--- src/hw/rtl/xerd_pkg.sv ---
// ---------------------------------------------------------------------------
// xerd_pkg - shared definitions for the xml entity reference decoder
// character codes, code point limits, control structs and utf-8 helpers
// ---------------------------------------------------------------------------
`default_nettype none

package xerd_pkg;

   localparam int unsigned REF_BYTES_DEF = 16;

   localparam int unsigned CP_W  = 21;
   localparam int unsigned SUM_W = 25;

   localparam logic [CP_W-1:0] CP_MAX = 21'h10FFFF;
   localparam logic [CP_W-1:0] SUR_LO = 21'h00D800;
   localparam logic [CP_W-1:0] SUR_HI = 21'h00DFFF;

   localparam logic [7:0] UTF_LEAD2 = 8'hC0;
   localparam logic [7:0] UTF_LEAD3 = 8'hE0;
   localparam logic [7:0] UTF_LEAD4 = 8'hF0;
   localparam logic [7:0] UTF_CONT  = 8'h80;
   localparam logic [5:0] UTF_MASK  = 6'h3F;

   localparam logic [7:0] CH_AMP   = 8'h26;
   localparam logic [7:0] CH_SEMI  = 8'h3B;
   localparam logic [7:0] CH_HASH  = 8'h23;
   localparam logic [7:0] CH_LT    = 8'h3C;
   localparam logic [7:0] CH_GT    = 8'h3E;
   localparam logic [7:0] CH_QUOT  = 8'h22;
   localparam logic [7:0] CH_APOS  = 8'h27;

   // command into the code point unit
   typedef struct packed {
      logic clear;
      logic step;
      logic hex;
   } xerd_cp_cmd_type;

   // status back from the code point unit
   typedef struct packed {
      logic            digit_ok;
      logic            over;
      logic            final_bad;
      logic [CP_W-1:0] cp;
   } xerd_cp_status_type;

   function automatic logic is_name_byte(input logic [7:0] c);
      is_name_byte = (c >= "a" && c <= "z") || (c >= "A" && c <= "Z") ||
                     (c >= "0" && c <= "9") || c == "_" || c == "-" ||
                     c == "." || c == ":";
   endfunction

   // number of utf-8 bytes minus one
   function automatic logic [1:0] utf8_len(input logic [CP_W-1:0] cp);
      if (cp < 21'h80) begin
         utf8_len = 2'd0;
      end else if (cp < 21'h800) begin
         utf8_len = 2'd1;
      end else if (cp < 21'h10000) begin
         utf8_len = 2'd2;
      end else begin
         utf8_len = 2'd3;
      end
   endfunction

   function automatic logic [7:0] utf8_byte(input logic [CP_W-1:0] cp,
                                            input logic [1:0] nm1,
                                            input logic [1:0] k);
      logic [5:0] c0;
      logic [5:0] c1;
      logic [5:0] c2;
      c0 = cp[5:0] & UTF_MASK;
      c1 = cp[11:6] & UTF_MASK;
      c2 = cp[17:12] & UTF_MASK;
      case (nm1)
         2'd0: utf8_byte = cp[7:0];
         2'd1: utf8_byte = (k == 2'd0) ? (UTF_LEAD2 | {3'b000, cp[10:6]})
                                       : (UTF_CONT | {2'b00, c0});
         2'd2: begin
            case (k)
               2'd0:    utf8_byte = UTF_LEAD3 | {4'b0000, cp[15:12]};
               2'd1:    utf8_byte = UTF_CONT | {2'b00, c1};
               default: utf8_byte = UTF_CONT | {2'b00, c0};
            endcase
         end
         default: begin
            case (k)
               2'd0:    utf8_byte = UTF_LEAD4 | {5'b00000, cp[20:18]};
               2'd1:    utf8_byte = UTF_CONT | {2'b00, c2};
               2'd2:    utf8_byte = UTF_CONT | {2'b00, c1};
               default: utf8_byte = UTF_CONT | {2'b00, c0};
            endcase
         end
      endcase
   endfunction

endpackage

`default_nettype wire

--- src/hw/rtl/xml_entity_reference_decoder.sv ---
// ---------------------------------------------------------------------------
// xml_entity_reference_decoder - xml character reference decoder, utf-8 out
// expands &amp; &lt; &gt; &quot; &apos; and numeric references in a byte stream
// ---------------------------------------------------------------------------
// Every input beat carries one text byte (req_tdata) or a flush (req_tuser).
// Ordinary bytes come out unchanged. A '&' opens a reference whose name bytes
// are held in a small register store, with no output. On ';' the five
// predefined names give one byte; '#' decimal and '#x' hex references are
// evaluated by one shared multiply-add unit, one stored digit per cycle, and
// then leave as 1 to 4 utf-8 bytes. Anything that cannot be decoded (empty,
// unknown, malformed, too long, out of range, surrogate, zero, broken by
// another byte or by flush) is replayed raw at one byte per cycle while the
// output is ready: '&', the stored bytes, and ';' when it was present.
// Output runs of one input beat end with rsp_tlast. The input is not ready
// while a beat is being worked on; rsp_tready low stalls the output
// sequencer.
`default_nettype none

module xml_entity_reference_decoder
   import xerd_pkg::*;
#(
   parameter int unsigned REF_BYTES = REF_BYTES_DEF
)(
   input  wire logic       clock,
   input  wire logic       reset,

   input  wire logic       req_tvalid,
   output logic            req_tready,
   input  wire logic [7:0] req_tdata,   // [7:0] in_byte
   input  wire logic       req_tuser,   // [0] flush

   output logic            rsp_tvalid,
   input  wire logic       rsp_tready,
   output logic [7:0]      rsp_tdata,   // [7:0] out_byte
   output logic            rsp_tlast    // last
);

   localparam int unsigned CW = $clog2(REF_BYTES + 1);
   localparam int unsigned IW = $clog2(REF_BYTES);

   // sequencer states, one-hot
   typedef enum logic [5:0] {
      S_IDLE = 6'b000001,   // take a beat
      S_AMP  = 6'b000010,   // raw replay: the '&'
      S_RAW  = 6'b000100,   // raw replay: stored bytes
      S_TAIL = 6'b001000,   // single byte: ';', copied byte or entity
      S_NUM  = 6'b010000,   // one digit per cycle into the code point unit
      S_UTF  = 6'b100000    // utf-8 bytes of the code point
   } state_type;

   state_type state_ff, state_in;

   logic          in_ref_ff, in_ref_in;        // a reference is open
   logic [CW-1:0] count_ff, count_in;          // stored reference bytes
   logic [IW-1:0] ptr_ff, ptr_in;              // store read pointer
   logic          tail_en_ff, tail_en_in;      // raw replay ends with tail byte
   logic          open_after_ff, open_after_in;// reopen a reference when done
   logic [7:0]    tail_ff, tail_in;
   logic [1:0]    utf_k_ff, utf_k_in;

   logic          rsp_valid_ff, rsp_valid_in;
   logic [7:0]    rsp_data_ff, rsp_data_in;
   logic          rsp_last_ff, rsp_last_in;

   logic [7:0]    ref_store_ff [REF_BYTES];
   logic          store_we;

   xerd_cp_cmd_type    cp_cmd;
   xerd_cp_status_type cp_stat;

   logic          accept;
   logic          out_free;
   logic          ptr_last;
   logic [7:0]    rd_byte;
   logic          is_hex;
   logic [IW-1:0] num_start;
   logic [1:0]    utf_nm1;
   logic          hit_amp, hit_lt, hit_gt, hit_quot, hit_apos;

   xerd_cp_unit u_cp (
      .clock      (clock),
      .cmd        (cp_cmd),
      .digit_byte (rd_byte),
      .status     (cp_stat)
   );

   assign req_tready = (state_ff == S_IDLE);
   assign accept     = req_tvalid && req_tready;
   assign rsp_tvalid = rsp_valid_ff;
   assign rsp_tdata  = rsp_data_ff;
   assign rsp_tlast  = rsp_last_ff;

   // output register may be loaded when empty or drained this cycle
   assign out_free = !rsp_valid_ff || rsp_tready;
   assign rd_byte  = ref_store_ff[ptr_ff];
   assign ptr_last = (CW'(ptr_ff) + CW'(1)) == count_ff;
   assign utf_nm1  = utf8_len(cp_stat.cp);

   // predefined names, checked on the first stored bytes
   assign hit_amp  = count_ff == CW'(3) && ref_store_ff[0] == "a" &&
                     ref_store_ff[1] == "m" && ref_store_ff[2] == "p";
   assign hit_lt   = count_ff == CW'(2) && ref_store_ff[0] == "l" &&
                     ref_store_ff[1] == "t";
   assign hit_gt   = count_ff == CW'(2) && ref_store_ff[0] == "g" &&
                     ref_store_ff[1] == "t";
   assign hit_quot = count_ff == CW'(4) && ref_store_ff[0] == "q" &&
                     ref_store_ff[1] == "u" && ref_store_ff[2] == "o" &&
                     ref_store_ff[3] == "t";
   assign hit_apos = count_ff == CW'(4) && ref_store_ff[0] == "a" &&
                     ref_store_ff[1] == "p" && ref_store_ff[2] == "o" &&
                     ref_store_ff[3] == "s";

   assign is_hex    = count_ff > CW'(1) &&
                      (ref_store_ff[1] == "x" || ref_store_ff[1] == "X");
   assign num_start = is_hex ? IW'(2) : IW'(1);

   always_comb begin
      state_in      = state_ff;
      in_ref_in     = in_ref_ff;
      count_in      = count_ff;
      ptr_in        = ptr_ff;
      tail_en_in    = tail_en_ff;
      open_after_in = open_after_ff;
      tail_in       = tail_ff;
      utf_k_in      = utf_k_ff;
      rsp_valid_in  = rsp_valid_ff && !rsp_tready;
      rsp_data_in   = rsp_data_ff;
      rsp_last_in   = rsp_last_ff;
      store_we      = 1'b0;
      cp_cmd        = '0;

      case (state_ff)
         S_IDLE: begin
            if (accept) begin
               ptr_in = '0;
               if (req_tuser) begin
                  if (in_ref_ff) begin
                     tail_en_in    = 1'b0;
                     open_after_in = 1'b0;
                     state_in      = S_AMP;
                  end
               end else if (in_ref_ff) begin
                  open_after_in = 1'b0;
                  if (req_tdata == CH_SEMI) begin
                     tail_in    = CH_SEMI;
                     tail_en_in = 1'b1;
                     if (count_ff == '0) begin
                        state_in = S_AMP;
                     end else if (hit_amp) begin
                        tail_in  = CH_AMP;
                        state_in = S_TAIL;
                     end else if (hit_lt) begin
                        tail_in  = CH_LT;
                        state_in = S_TAIL;
                     end else if (hit_gt) begin
                        tail_in  = CH_GT;
                        state_in = S_TAIL;
                     end else if (hit_quot) begin
                        tail_in  = CH_QUOT;
                        state_in = S_TAIL;
                     end else if (hit_apos) begin
                        tail_in  = CH_APOS;
                        state_in = S_TAIL;
                     end else if (ref_store_ff[0] != CH_HASH ||
                                  count_ff <= CW'(num_start)) begin
                        state_in = S_AMP;
                     end else begin
                        cp_cmd.clear = 1'b1;
                        cp_cmd.hex   = is_hex;
                        ptr_in       = num_start;
                        state_in     = S_NUM;
                     end
                  end else if ((is_name_byte(req_tdata) || req_tdata == CH_HASH) &&
                               count_ff < CW'(REF_BYTES)) begin
                     store_we = 1'b1;
                     count_in = count_ff + CW'(1);
                  end else begin
                     // breaking byte: replay raw, then handle the byte
                     open_after_in = (req_tdata == CH_AMP);
                     tail_en_in    = (req_tdata != CH_AMP);
                     tail_in       = req_tdata;
                     state_in      = S_AMP;
                  end
               end else if (req_tdata == CH_AMP) begin
                  in_ref_in = 1'b1;
                  count_in  = '0;
               end else begin
                  tail_in       = req_tdata;
                  open_after_in = 1'b0;
                  state_in      = S_TAIL;
               end
            end
         end

         S_AMP: begin
            if (out_free) begin
               rsp_valid_in = 1'b1;
               rsp_data_in  = CH_AMP;
               rsp_last_in  = (count_ff == '0) && !tail_en_ff;
               if (count_ff != '0) begin
                  state_in = S_RAW;
               end else if (tail_en_ff) begin
                  state_in = S_TAIL;
               end else begin
                  state_in  = S_IDLE;
                  in_ref_in = open_after_ff;
                  count_in  = '0;
               end
            end
         end

         S_RAW: begin
            if (out_free) begin
               rsp_valid_in = 1'b1;
               rsp_data_in  = rd_byte;
               rsp_last_in  = ptr_last && !tail_en_ff;
               if (!ptr_last) begin
                  ptr_in = ptr_ff + IW'(1);
               end else if (tail_en_ff) begin
                  state_in = S_TAIL;
               end else begin
                  state_in  = S_IDLE;
                  in_ref_in = open_after_ff;
                  count_in  = '0;
               end
            end
         end

         S_TAIL: begin
            if (out_free) begin
               rsp_valid_in = 1'b1;
               rsp_data_in  = tail_ff;
               rsp_last_in  = 1'b1;
               state_in     = S_IDLE;
               in_ref_in    = open_after_ff;
               count_in     = '0;
            end
         end

         S_NUM: begin
            cp_cmd.step = 1'b1;
            if (!cp_stat.digit_ok || cp_stat.over ||
                (ptr_last && cp_stat.final_bad)) begin
               // not a usable number: replay raw with ';'
               ptr_in     = '0;
               tail_in    = CH_SEMI;
               tail_en_in = 1'b1;
               state_in   = S_AMP;
            end else if (ptr_last) begin
               utf_k_in = 2'd0;
               state_in = S_UTF;
            end else begin
               ptr_in = ptr_ff + IW'(1);
            end
         end

         S_UTF: begin
            if (out_free) begin
               rsp_valid_in = 1'b1;
               rsp_data_in  = utf8_byte(cp_stat.cp, utf_nm1, utf_k_ff);
               rsp_last_in  = (utf_k_ff == utf_nm1);
               if (utf_k_ff == utf_nm1) begin
                  state_in  = S_IDLE;
                  in_ref_in = 1'b0;
                  count_in  = '0;
               end else begin
                  utf_k_in = utf_k_ff + 2'd1;
               end
            end
         end

         default: begin
            state_in = S_IDLE;
         end
      endcase
   end

   // control state
   always_ff @(posedge clock) begin
      if (reset) begin
         state_ff      <= S_IDLE;
         in_ref_ff     <= 1'b0;
         count_ff      <= '0;
         ptr_ff        <= '0;
         tail_en_ff    <= 1'b0;
         open_after_ff <= 1'b0;
         utf_k_ff      <= '0;
         rsp_valid_ff  <= 1'b0;
      end else begin
         state_ff      <= state_in;
         in_ref_ff     <= in_ref_in;
         count_ff      <= count_in;
         ptr_ff        <= ptr_in;
         tail_en_ff    <= tail_en_in;
         open_after_ff <= open_after_in;
         utf_k_ff      <= utf_k_in;
         rsp_valid_ff  <= rsp_valid_in;
      end
   end

   // payload
   always_ff @(posedge clock) begin
      tail_ff     <= tail_in;
      rsp_data_ff <= rsp_data_in;
      rsp_last_ff <= rsp_last_in;
      if (store_we) begin
         ref_store_ff[count_ff[IW-1:0]] <= req_tdata;
      end
   end

endmodule

`default_nettype wire

--- src/hw/rtl/xerd_cp_unit.sv ---
// ---------------------------------------------------------------------------
// xerd_cp_unit - shared code point accumulator
// one digit per step: cp = cp * base + digit, with range and validity flags
// ---------------------------------------------------------------------------
`default_nettype none

module xerd_cp_unit
   import xerd_pkg::*;
(
   input  wire logic               clock,
   input  wire xerd_cp_cmd_type    cmd,
   input  wire logic [7:0]         digit_byte,
   output xerd_cp_status_type      status
);

   logic [CP_W-1:0]  cp_ff;
   logic             hex_ff;
   logic [3:0]       digit_val;
   logic             digit_ok;
   logic [SUM_W-1:0] opnd_a;
   logic [SUM_W-1:0] opnd_b;
   logic [SUM_W-1:0] sum;

   // digit decode
   always_comb begin
      digit_ok  = 1'b0;
      digit_val = 4'd0;
      if (digit_byte >= "0" && digit_byte <= "9") begin
         digit_ok  = 1'b1;
         digit_val = 4'(digit_byte - "0");
      end else if (hex_ff && digit_byte >= "a" && digit_byte <= "f") begin
         digit_ok  = 1'b1;
         digit_val = 4'(digit_byte - "a" + 8'd10);
      end else if (hex_ff && digit_byte >= "A" && digit_byte <= "F") begin
         digit_ok  = 1'b1;
         digit_val = 4'(digit_byte - "A" + 8'd10);
      end
   end

   // times 16, or times 10 as 8x + 2x, through one adder
   assign opnd_a = hex_ff ? {cp_ff, 4'b0000} : {1'b0, cp_ff, 3'b000};
   assign opnd_b = hex_ff ? '0 : {3'b000, cp_ff, 1'b0};
   assign sum    = opnd_a + opnd_b + {{(SUM_W-4){1'b0}}, digit_val};

   assign status.digit_ok  = digit_ok;
   assign status.over      = sum > {{(SUM_W-CP_W){1'b0}}, CP_MAX};
   assign status.final_bad = (sum == '0) ||
                             (sum >= {{(SUM_W-CP_W){1'b0}}, SUR_LO} &&
                              sum <= {{(SUM_W-CP_W){1'b0}}, SUR_HI});
   assign status.cp        = cp_ff;

   always_ff @(posedge clock) begin
      if (cmd.clear) begin
         cp_ff  <= '0;
         hex_ff <= cmd.hex;
      end else if (cmd.step) begin
         cp_ff  <= sum[CP_W-1:0];
      end
   end

endmodule

`default_nettype wire
--- config.mk ---
export PLATFORM = sky130hd
export DESIGN_NAME = xml_entity_reference_decoder
export DESIGN_NICKNAME = d
export VERILOG_FILES = /design/src/hw/rtl/xerd_pkg.sv /design/src/hw/rtl/xml_entity_reference_decoder.sv /design/src/hw/rtl/xerd_cp_unit.sv
export SDC_FILE = /design/constraint.sdc
export NUM_CORES = 1
export LEC_CHECK = 0
export BUFFER_PORTS_ARGS = -buffer_cell sky130_fd_sc_hd__buf_2
export CAP_MARGIN = 0
export CORE_MARGIN = 2
export CORE_UTILIZATION = 40
export CTS_CLUSTER_SIZE = 16
export DETAILED_ROUTE_END_ITERATION = 8
export GPL_TIMING_DRIVEN = 1
export SLEW_MARGIN = 30
export SYNTH_ARGS = -nofsm -noshare
export SYNTH_HDL_FRONTEND = slang
export SYNTH_SLANG_ARGS = --single-unit
--- constraint.sdc ---
create_clock -name clock -period 16.9 [get_ports clock]
set_input_delay 0.845 -clock clock [delete_from_list [all_inputs] [get_ports clock]]
set_output_delay 0.845 -clock clock [all_outputs]
set_load 0.01 [all_outputs]
======== Word-level counts from Yosys, hierarchy flattened ========
Memory sizes are Yosys's and may differ from the RTL's. A register that Yosys moved wholly into a read port is not among the register bits.
Index checks and enable logic that the tools add are counted.
storage, ports and cells
  register bits ........................... 60
  bits in writable memories ............... 128
  word-level logic and storage cells ...... 333
  input bits .............................. 13
  memories kept ........................... 1
memories
  name          words  bits a word  read ports  clocked after Yosys merged registers in  wr ports  RTL line                            RTL
  ref_store_ff  16     8            5           1                                        1         xml_entity_reference_decoder.sv:65  logic [7:0] ref_store_ff [REF_BYTES];
cells by class
  reduce and logical (&&, ||, !) cells .... 69
  multiplexer cells ....................... 151
  eq/ne operators ......................... 63
  add/sub/neg operators ................... 11
  $lt $le $gt $ge ......................... 21
  bitwise operators ....................... 4
operators by type and width
  operator              count
  $mux 5                27
  $eq 8x7->1 const B    15
  $mux 6                15
  $mux 8                11
  $mux 1                55
  $eq 8x6->1 const B    6
  $mux 4                11
  $pmux 6 s6            1
  $mux 2                17
  $ge 8x7->1 const B    4
  $le 8x7->1 const B    4
  $pmux 8 s4            1
  $logic_and 1x1->1     31
  $ne 2x2->1 const B    13
  $add 25x25->25        1
  $add 25x4->25         1
  $ge 25x16->1 const B  1
  $gt 25x21->1 const B  1
  $le 25x16->1 const B  1
  $logic_not 25->1      1
  $mux 25               1
  $pmux 5 s5            1
  $pmux 8 s3            1
  $mux 22               1
  60 further kinds      98

======== Logic depth before layout (Yosys ltp) ========
Gate-level depths: netlist of the first run.
An unclocked memory read counts as a cell.
  word-level depth ........................ 21
  mapped depth ............................ 28
  mapped depth without buffers ............ 25

======== Modules after synthesis ========
A second synthesis of the first run with hierarchy kept.
second synthesis, totals
  cell total of the unflattened synthesis .. 971
  area, all modules ....................... 11272.1 µm²
by module, submodules not included
  module                        instances  cells an instance  area an instance (µm²)
  xml_entity_reference_decoder  1          639                8574.5
  xerd_cp_unit                  1          332                2697.6

======== Worst setup path after synthesis of the first run ========
OpenSTA, ideal clock, no wires.
  kind .................................... register to register
  start point ............................. reg with a tool-made name
  end point ............................... reg tail_ff[0] (enable)
  setup slack ............................. 10482 ps
  data required time ...................... 16525 ps
  stages on the path, launching flop included .. 28
  buffers on the path ..................... 3
  arrival ................................. 6044 ps
  path through ............................ dfxtp_1 -> buf_6 -> buf_12 -> clkbuf_8 -> mux4_1 -> nor2b_1 -> a211oi_1 -> a31oi_1 -> inv_1 -> ha_1 -> or4b_1 -> nor2b_1 -> and3_2 -> nor2b_1 -> o21ai_0 -> o21ai_0 -> ha_1 -> ha_1 -> fa_1 -> a21o_1 -> a221o_1 -> and2_1 -> nor4b_1 -> o2111ai_1 -> nor4_1 -> o2111ai_2 -> a21oi_2 -> o21bai_1
RTL lines
  item                    RTL line                             RTL
  end signal: assignment  xml_entity_reference_decoder.sv:303  tail_ff <= tail_in;
  end: declaration        xml_entity_reference_decoder.sv:58   logic [7:0] tail_ff, tail_in;

==> flow_summary.json, run 1 <==
{
  "cp_slowest_cell": "mux4_1",
  "cts_setup_buffers": 0,
  "holdPathStages": 2,
  "crit_path_cell_trace": "buf_4, mux4_1, mux4_2, ha_1, or4b_1, nor2b_1, and3_2, nor2b_1, o21ai_0, o21ai_0, ha_1, ha_1, fa_1, a21o_1, a221o_1, and2_1, nor4b_1, o2111ai_1, nor4_1, o2111ai_2, a21oi_2, o21bai_1",
  "netlist_instances": 1029,
  "gp_congestion": 0.9034,
  "final_common_cell": "edfxtp_1",
  "rows": 61,
  "crit_path_max_fanout": 32,
  "cp_num_buf_inv": 1,
  "cts_max_path_buffers": 2,
  "synth_seq_cells": 192,
  "worst-path-stages": 22,
  "cts_hold_buf": 0,
  "clk_pin_slew_worst_paths_ns": 0.08,
  "final_area_um2": 12270,
  "status": "complete, no violations",
  "syn2layout_area_growth_pct": 9.097,
  "cts_buffers": 17,
  "rsz0062_at_grt": "no",
  "grt_max_degree": 45,
  "period_share_pct": 43.67,
  "hold_violations": 0,
  "wl_per_cell_um": 20.53,
  "diodes": 0,
  "clock_sinks": 192,
  "fin_worst_hold_slack_ns": 0.5241,
  "place_area_um2": 11630,
  "async_flop_share_pct": 0,
  "drv_slew": 0,
  "power_density_nw_per_um2": 160.5,
  "finalSetupTns_ns": 0,
  "drt-initial-drc-count": 890,
  "final_nets": 1102,
  "cpMostUsedCell": "ha_1",
  "grt_pass1_wl_um": 46050,
  "p_leak_nw": 4.335,
  "dp.cells": 1386,
  "core_um2": 27710,
  "vias_per_cell": 5.874,
  "cts_root_buf": "clkbuf_16",
  "tightest_slew_ns": 0.9046,
  "synth.distinct_cells": 84,
  "min_period_ns": 7.379,
  "syn_area_um2": 11250,
  "routed_wl_um": 29110,
  "cp-end-kind": "flop",
  "slew_headroom_pct": 39.61,
  "cpLargestDelayFamily": "compound AO/OA/AOI/OAI gates",
  "fp.dieW_um": 171.7,
  "die_y_um": 171.7,
  "skew_ns": 0.01749,
  "drive_gt1_share_pct": 11.06,
  "cts_tree": "done",
  "yosysSeqAreaShare_pct": 47.15,
  "stdcell_count": 1418,
  "yosysWarnings": 0,
  "start_kind": "flop",
  "cpPeakStageDelay_ns": 0.62,
  "track_usage_pct": 20.57,
  "synth_edf_count": 146,
  "syn_area_per_cell_um2": 10.93,
  "crit_type": "reg -> reg",
  "cts_resized": 0,
  "port_buffers": 23,
  "max_freq_mhz": 135.5,
  "drtAntennaViolNets": 0,
  "htree_levels": 4,
  "syn_nets": 1104,
  "min_from": "u_cp.cp_ff[17]",
  "grt_overflow": 0,
  "setup_viol": 0,
  "insertion_delay_ns": 0.45,
  "drc_errors": 0,
  "initial_core_util_pct": 40.61,
  "ioPinCount": 24,
  "cp.required_ns": 16.98,
  "drt_first_pass_iters": 5,
  "reg2reg_depth": 22,
  "maxCapViolCount": 0,
  "layout_common_cells": "edfxtp_1, nand2_1, nor2_1",
  "vias": 8330,
  "hp-class": "reg -> reg",
  "die-area_um2": 29480,
  "ys.flop_type": "edfxtp_1",
  "cp.arrival_ns": 7.46,
  "antenna_found_initial": 0,
  "grt_pass1_vias": 7956,
  "vdd_drop_max_v": 0.00008354,
  "hpwl_um": 20570
}
## logic make-up (layout without fill, tap and decap cells)
| kind of cell | after synthesis | after routing | synth area share [%] |
|---|---|---|---|
| and+or+nand+nor | 377 | 377 | 17.77 |
| AOI/OAI and AO/OA | 257 | 257 | 15.37 |
| DFF | 192 | 192 | 47.15 |
| buffers and inverters | 74 | 85 | 3.347 |
| adders and majority gates | 62 | 62 | 7.028 |
| muxes | 43 | 43 | 7.462 |
| xor gates and xnor gates | 24 | 24 | 1.868 |
## final timing paths
path                    end  slack [ns]
min reg2reg  u_cp.cp_ff[17]        0.52
max              tail_ff[1]        9.52
max reg2reg      tail_ff[1]        9.52
min          u_cp.cp_ff[17]        0.52
## synth_stat cells, types with 18 or more instances
master    number  share of area, %
o21ai_0       41               1.8
dfxtp_1       46               8.2
ha_1          60               6.7
nand2_1       94               3.1
nor2_1        79               2.6
a21o_1        29               1.9
edfxtp_1     146                39
nor3_1        30               1.3
nand3_1       27               1.2
nor2b_1       39               2.2
inv_1         23              0.77
a21oi_1       67               3.0
clkbuf_1      32               1.1
mux4_2        18               3.6
## cell type report
cell class | instances | area (µm²)
clock buffers | 17 | 425.4
clock inverters | 15 | 206.4
fillers | 2593 | 15430
inverters | 23 | 86.33
multi-input cells | 763 | 5609
flip-flops and latches | 192 | 5306
well taps | 378 | 473.0
repair buffers | 30 | 167.7
## power by group
group | leakage [nW] | internal, mW | switching, mW | total (mW)
registers | 1.69 | 0.545 | 0.0674 | 0.612
clock network | 0.309 | 0.217 | 0.212 | 0.429
logic | 2.33 | 0.371 | 0.558 | 0.929
## worst min-delay path: cells and delay by family (launching register included)
kind            cells  cell delay, ns
simple gates        1            0.07
flops               1            0.36
compound gates      1            0.05
## flip-flops by register name, indices dropped and copies added (netlist names), 2 cells and up, named ones only
name and cells:
count_ff 5, ptr_ff 4, utf_k_ff 2, ref_store_ff 128, tail_ff 8, rsp_tdata 8
state_ff 6, u_cp.cp_ff 21
## stage by stage
stage | utilization [%] | total power, mW | worst slack [ns]
final | 44.30 | 1.970 | 9.521
after global routing | 44.30 | 2.111 | 8.926
after CTS | 44.27 | 1.965 | 9.496
after detailed placement | 41.99 | 1.532 | 9.540
after global placement | 41.94 | 1.537 | 9.694
after floorplan | - | 1.323 | 10.48
## per-layer routing
layer	wire [µm]	GRT usage [%]	part of all wire, %
met5	0	0	0
met4	338	4.532	1.2
met3	1631	3.060	5.6
met2	13840	33.94	48
met1	13300	28.69	46
(Power assumes the default switching activity.)
==> run 2: changes to the inputs <==
ABC_AREA = 1   (was default)
clock period = 6.9 ns   (was 16.9 ns; I/O delays follow)
==> run 2 against run 1 <==
Against the previous run: power grew to 2.9 times the previous value; sequential cell count is the same; setup slack got worse by 8.8 ns; sequential power rose by 140%; worst hold slack lost 0.29 ns; first-iteration DRC count up 9.0%; synthesized cell count up 53%; critical path depth up 12.
==> flow_summary.json, run 2 <==
{
  "finalSetupTns_ns": 0,
  "syn_area_um2": 12060,
  "cpMostUsedCell": "nand2_1",
  "cp-end-kind": "flop",
  "max_freq_mhz": 162.3,
  "wl_met2_um": 16740,
  "min_period_ns": 6.163,
  "vdd_drop_max_v": 0.0002097,
  "cp.required_ns": 7.02,
  "clk_pin_slew_worst_paths_ns": 0.08,
  "vias_per_cell": 5.289,
  "grt_max_degree": 64,
  "fp.dieW_um": 177.6,
  "start_kind": "flop",
  "synth_seq_cells": 192,
  "track_usage_pct": 21.98,
  "status": "complete, no violations",
  "wl_per_cell_um": 17.15,
  "final_area_um2": 13070,
  "hpwl_um": 25340,
  "cts_buffers": 17,
  "antenna_found_initial": 0,
  "largest_register_ffs": 128,
  "tightest_slew_ns": 0.8957,
  "crit_path_max_fanout": 40,
  "grt_overflow": 0,
  "ys.flop_type": "edfxtp_1",
  "cp.arrival_ns": 6.28,
  "met1Wirelength_um": 15330,
  "min_from": "reset",
  "layout_common_cells": "nand2_1, inv_1, nor2_1",
  "diodes": 0,
  "ioPinCount": 24,
  "clock_sinks": 192,
  "port_buffers": 23,
  "async_flop_share_pct": 0,
  "htree_levels": 4,
  "synth_edf_count": 146,
  "cts_resized": 0,
  "skew_ns": 0.01138,
  "drt-initial-drc-count": 970,
  "reg2reg_slack_ns": 0.74,
  "slew_headroom_pct": 40.07,
  "cts_tree": "done",
  "place_area_um2": 12520,
  "p_leak_nw": 5.719,
  "cpPeakStageDelay_ns": 0.54,
  "cp_slowest_cell": "inv_2",
  "gp_congestion": 0.9024,
  "cts_hold_buf": 0,
  "synth.distinct_cells": 54,
  "power_density_nw_per_um2": 437.3,
  "final_common_cell": "nand2_1",
  "rsz0062_at_grt": "no",
  "die_y_um": 177.6,
  "hold_violations": 0,
  "die-area_um2": 31560,
  "routed_wl_um": 34080,
  "cts_max_path_buffers": 2,
  "yosysSeqAreaShare_pct": 43.99,
  "final_nets": 1659,
  "setup_viol": 0,
  "period_share_pct": 89.32,
  "drv_slew": 0,
  "fin_worst_hold_slack_ns": 0.2384,
  "maxCapViolCount": 0,
  "syn_area_per_cell_um2": 7.662,
  "place_ws_ns": 0.8035,
  "cts_root_buf": "clkbuf_16",
  "rows": 63,
  "synth_area_leaders": "edfxtp_1, nand2_1, dfxtp_1",
  "cts_setup_buffers": 0,
  "dp.cells": 1955,
  "vias": 10510,
  "top_layer_used": "met4",
  "drive_gt1_share_pct": 5.698,
  "drc_errors": 0,
  "initial_core_util_pct": 40.69,
  "hp-class": "in -> reg",
  "final.setup.worst_slack_ns": 0.7371,
  "insertion_delay_ns": 0.44,
  "yosys.area.top_type_share_pct": 36.35,
  "grt_pass1_wl_um": 53340,
  "crit_type": "reg -> reg",
  "drt_first_pass_iters": 6,
  "syn2layout_area_growth_pct": 8.362,
  "yosysTopAreaCell": "edfxtp_1",
  "netlist_instances": 1574,
  "core_um2": 29640,
  "drtAntennaViolNets": 0,
  "route.met3.wl_um": 1371,
  "grt_pass1_vias": 9796,
  "syn_nets": 1649,
  "synth_most_common_cell": "nand2_1",
  "yosys-top-cells-count": "nand2_1, inv_1, nor2_1, edfxtp_1, nand3_1",
  "yosysWarnings": 0,
  "stdcell_count": 1987
}
[run 2: cell types whose count changed after synthesis, sizes merged, moves of 15 or more]
cell,delta
clkbuf,-21
inv,+227
nand3,+114
nor2b,-39
nor2,+97
o21ai,+34
mux4,-29
o211ai,+15
nand2,+310
a21o,-29
nand4,+15
[run 2: logic make-up (layout without fill, tap and decap cells)]
family | Yosys count | count (layout) | share of synthesized area (%)
adders and majority gates | 62 | 62 | 6.557
AOI/OAI and AO/OA | 208 | 208 | 10.24
and+or+nand+nor | 807 | 807 | 28.63
xor gates and xnor gates | 14 | 14 | 1.017
buffers and inverters | 291 | 314 | 9.565
DFF | 192 | 192 | 43.99
[run 2: worst paths after layout]
path	endpoint	depth (start not counted)
worst max-delay path	tail_ff[3]	34
worst min-delay path	state_ff[2]	2
worst max register to register	tail_ff[3]	34
worst min register to register	state_ff[2]	2
[run 2: worst max-delay path, delay by kind of cell, from the launching register on]
family	cells	cell delay, ns
fa+ha+maj	4	1.20
flops	1	0.32
buf+inv	5	1.03
simple gates	23	2.79
compound gates	2	0.50
[run 2: through the flow]
stage / util, % / power (mW)
after CTS: 44.09 / 5.714
after floorplan: - / 3.875
final: 44.09 / 5.715
after global routing: 44.09 / 6.174
after detailed placement: 42.23 / 4.759
after global placement: 42.23 / 4.745
[run 2: routing by layer]
metal  global-route usage, %  vias to the layer above
met1                   29.39                     4952
met3                   2.528                       42
li1                        -                     5262
met4                   6.626                        0
met5                       0                        -
met2                   37.31                      253
[run 2: area by class of cell]
| cell class | instances | area, µm² |
|---|---|---|
| flip-flops and latches | 192 | 5306 |
| clock buffers | 18 | 429.2 |
| repair buffers | 32 | 182.7 |
| fillers | 3015 | 16570 |
| multi-input cells | 1091 | 5602 |
| well taps | 390 | 488.0 |
| clock inverters | 14 | 122.6 |
| inverters | 250 | 938.4 |
[run 2: report_power, final]
| group | internal, mW | total [mW] | switching, mW |
|---|---|---|---|
| Combinational | 1.05 | 3.29 | 2.24 |
| Sequential | 1.37 | 1.48 | 0.110 |
| Clock | 0.474 | 0.946 | 0.471 |
| Total | 2.89 | 5.72 | 2.82 |
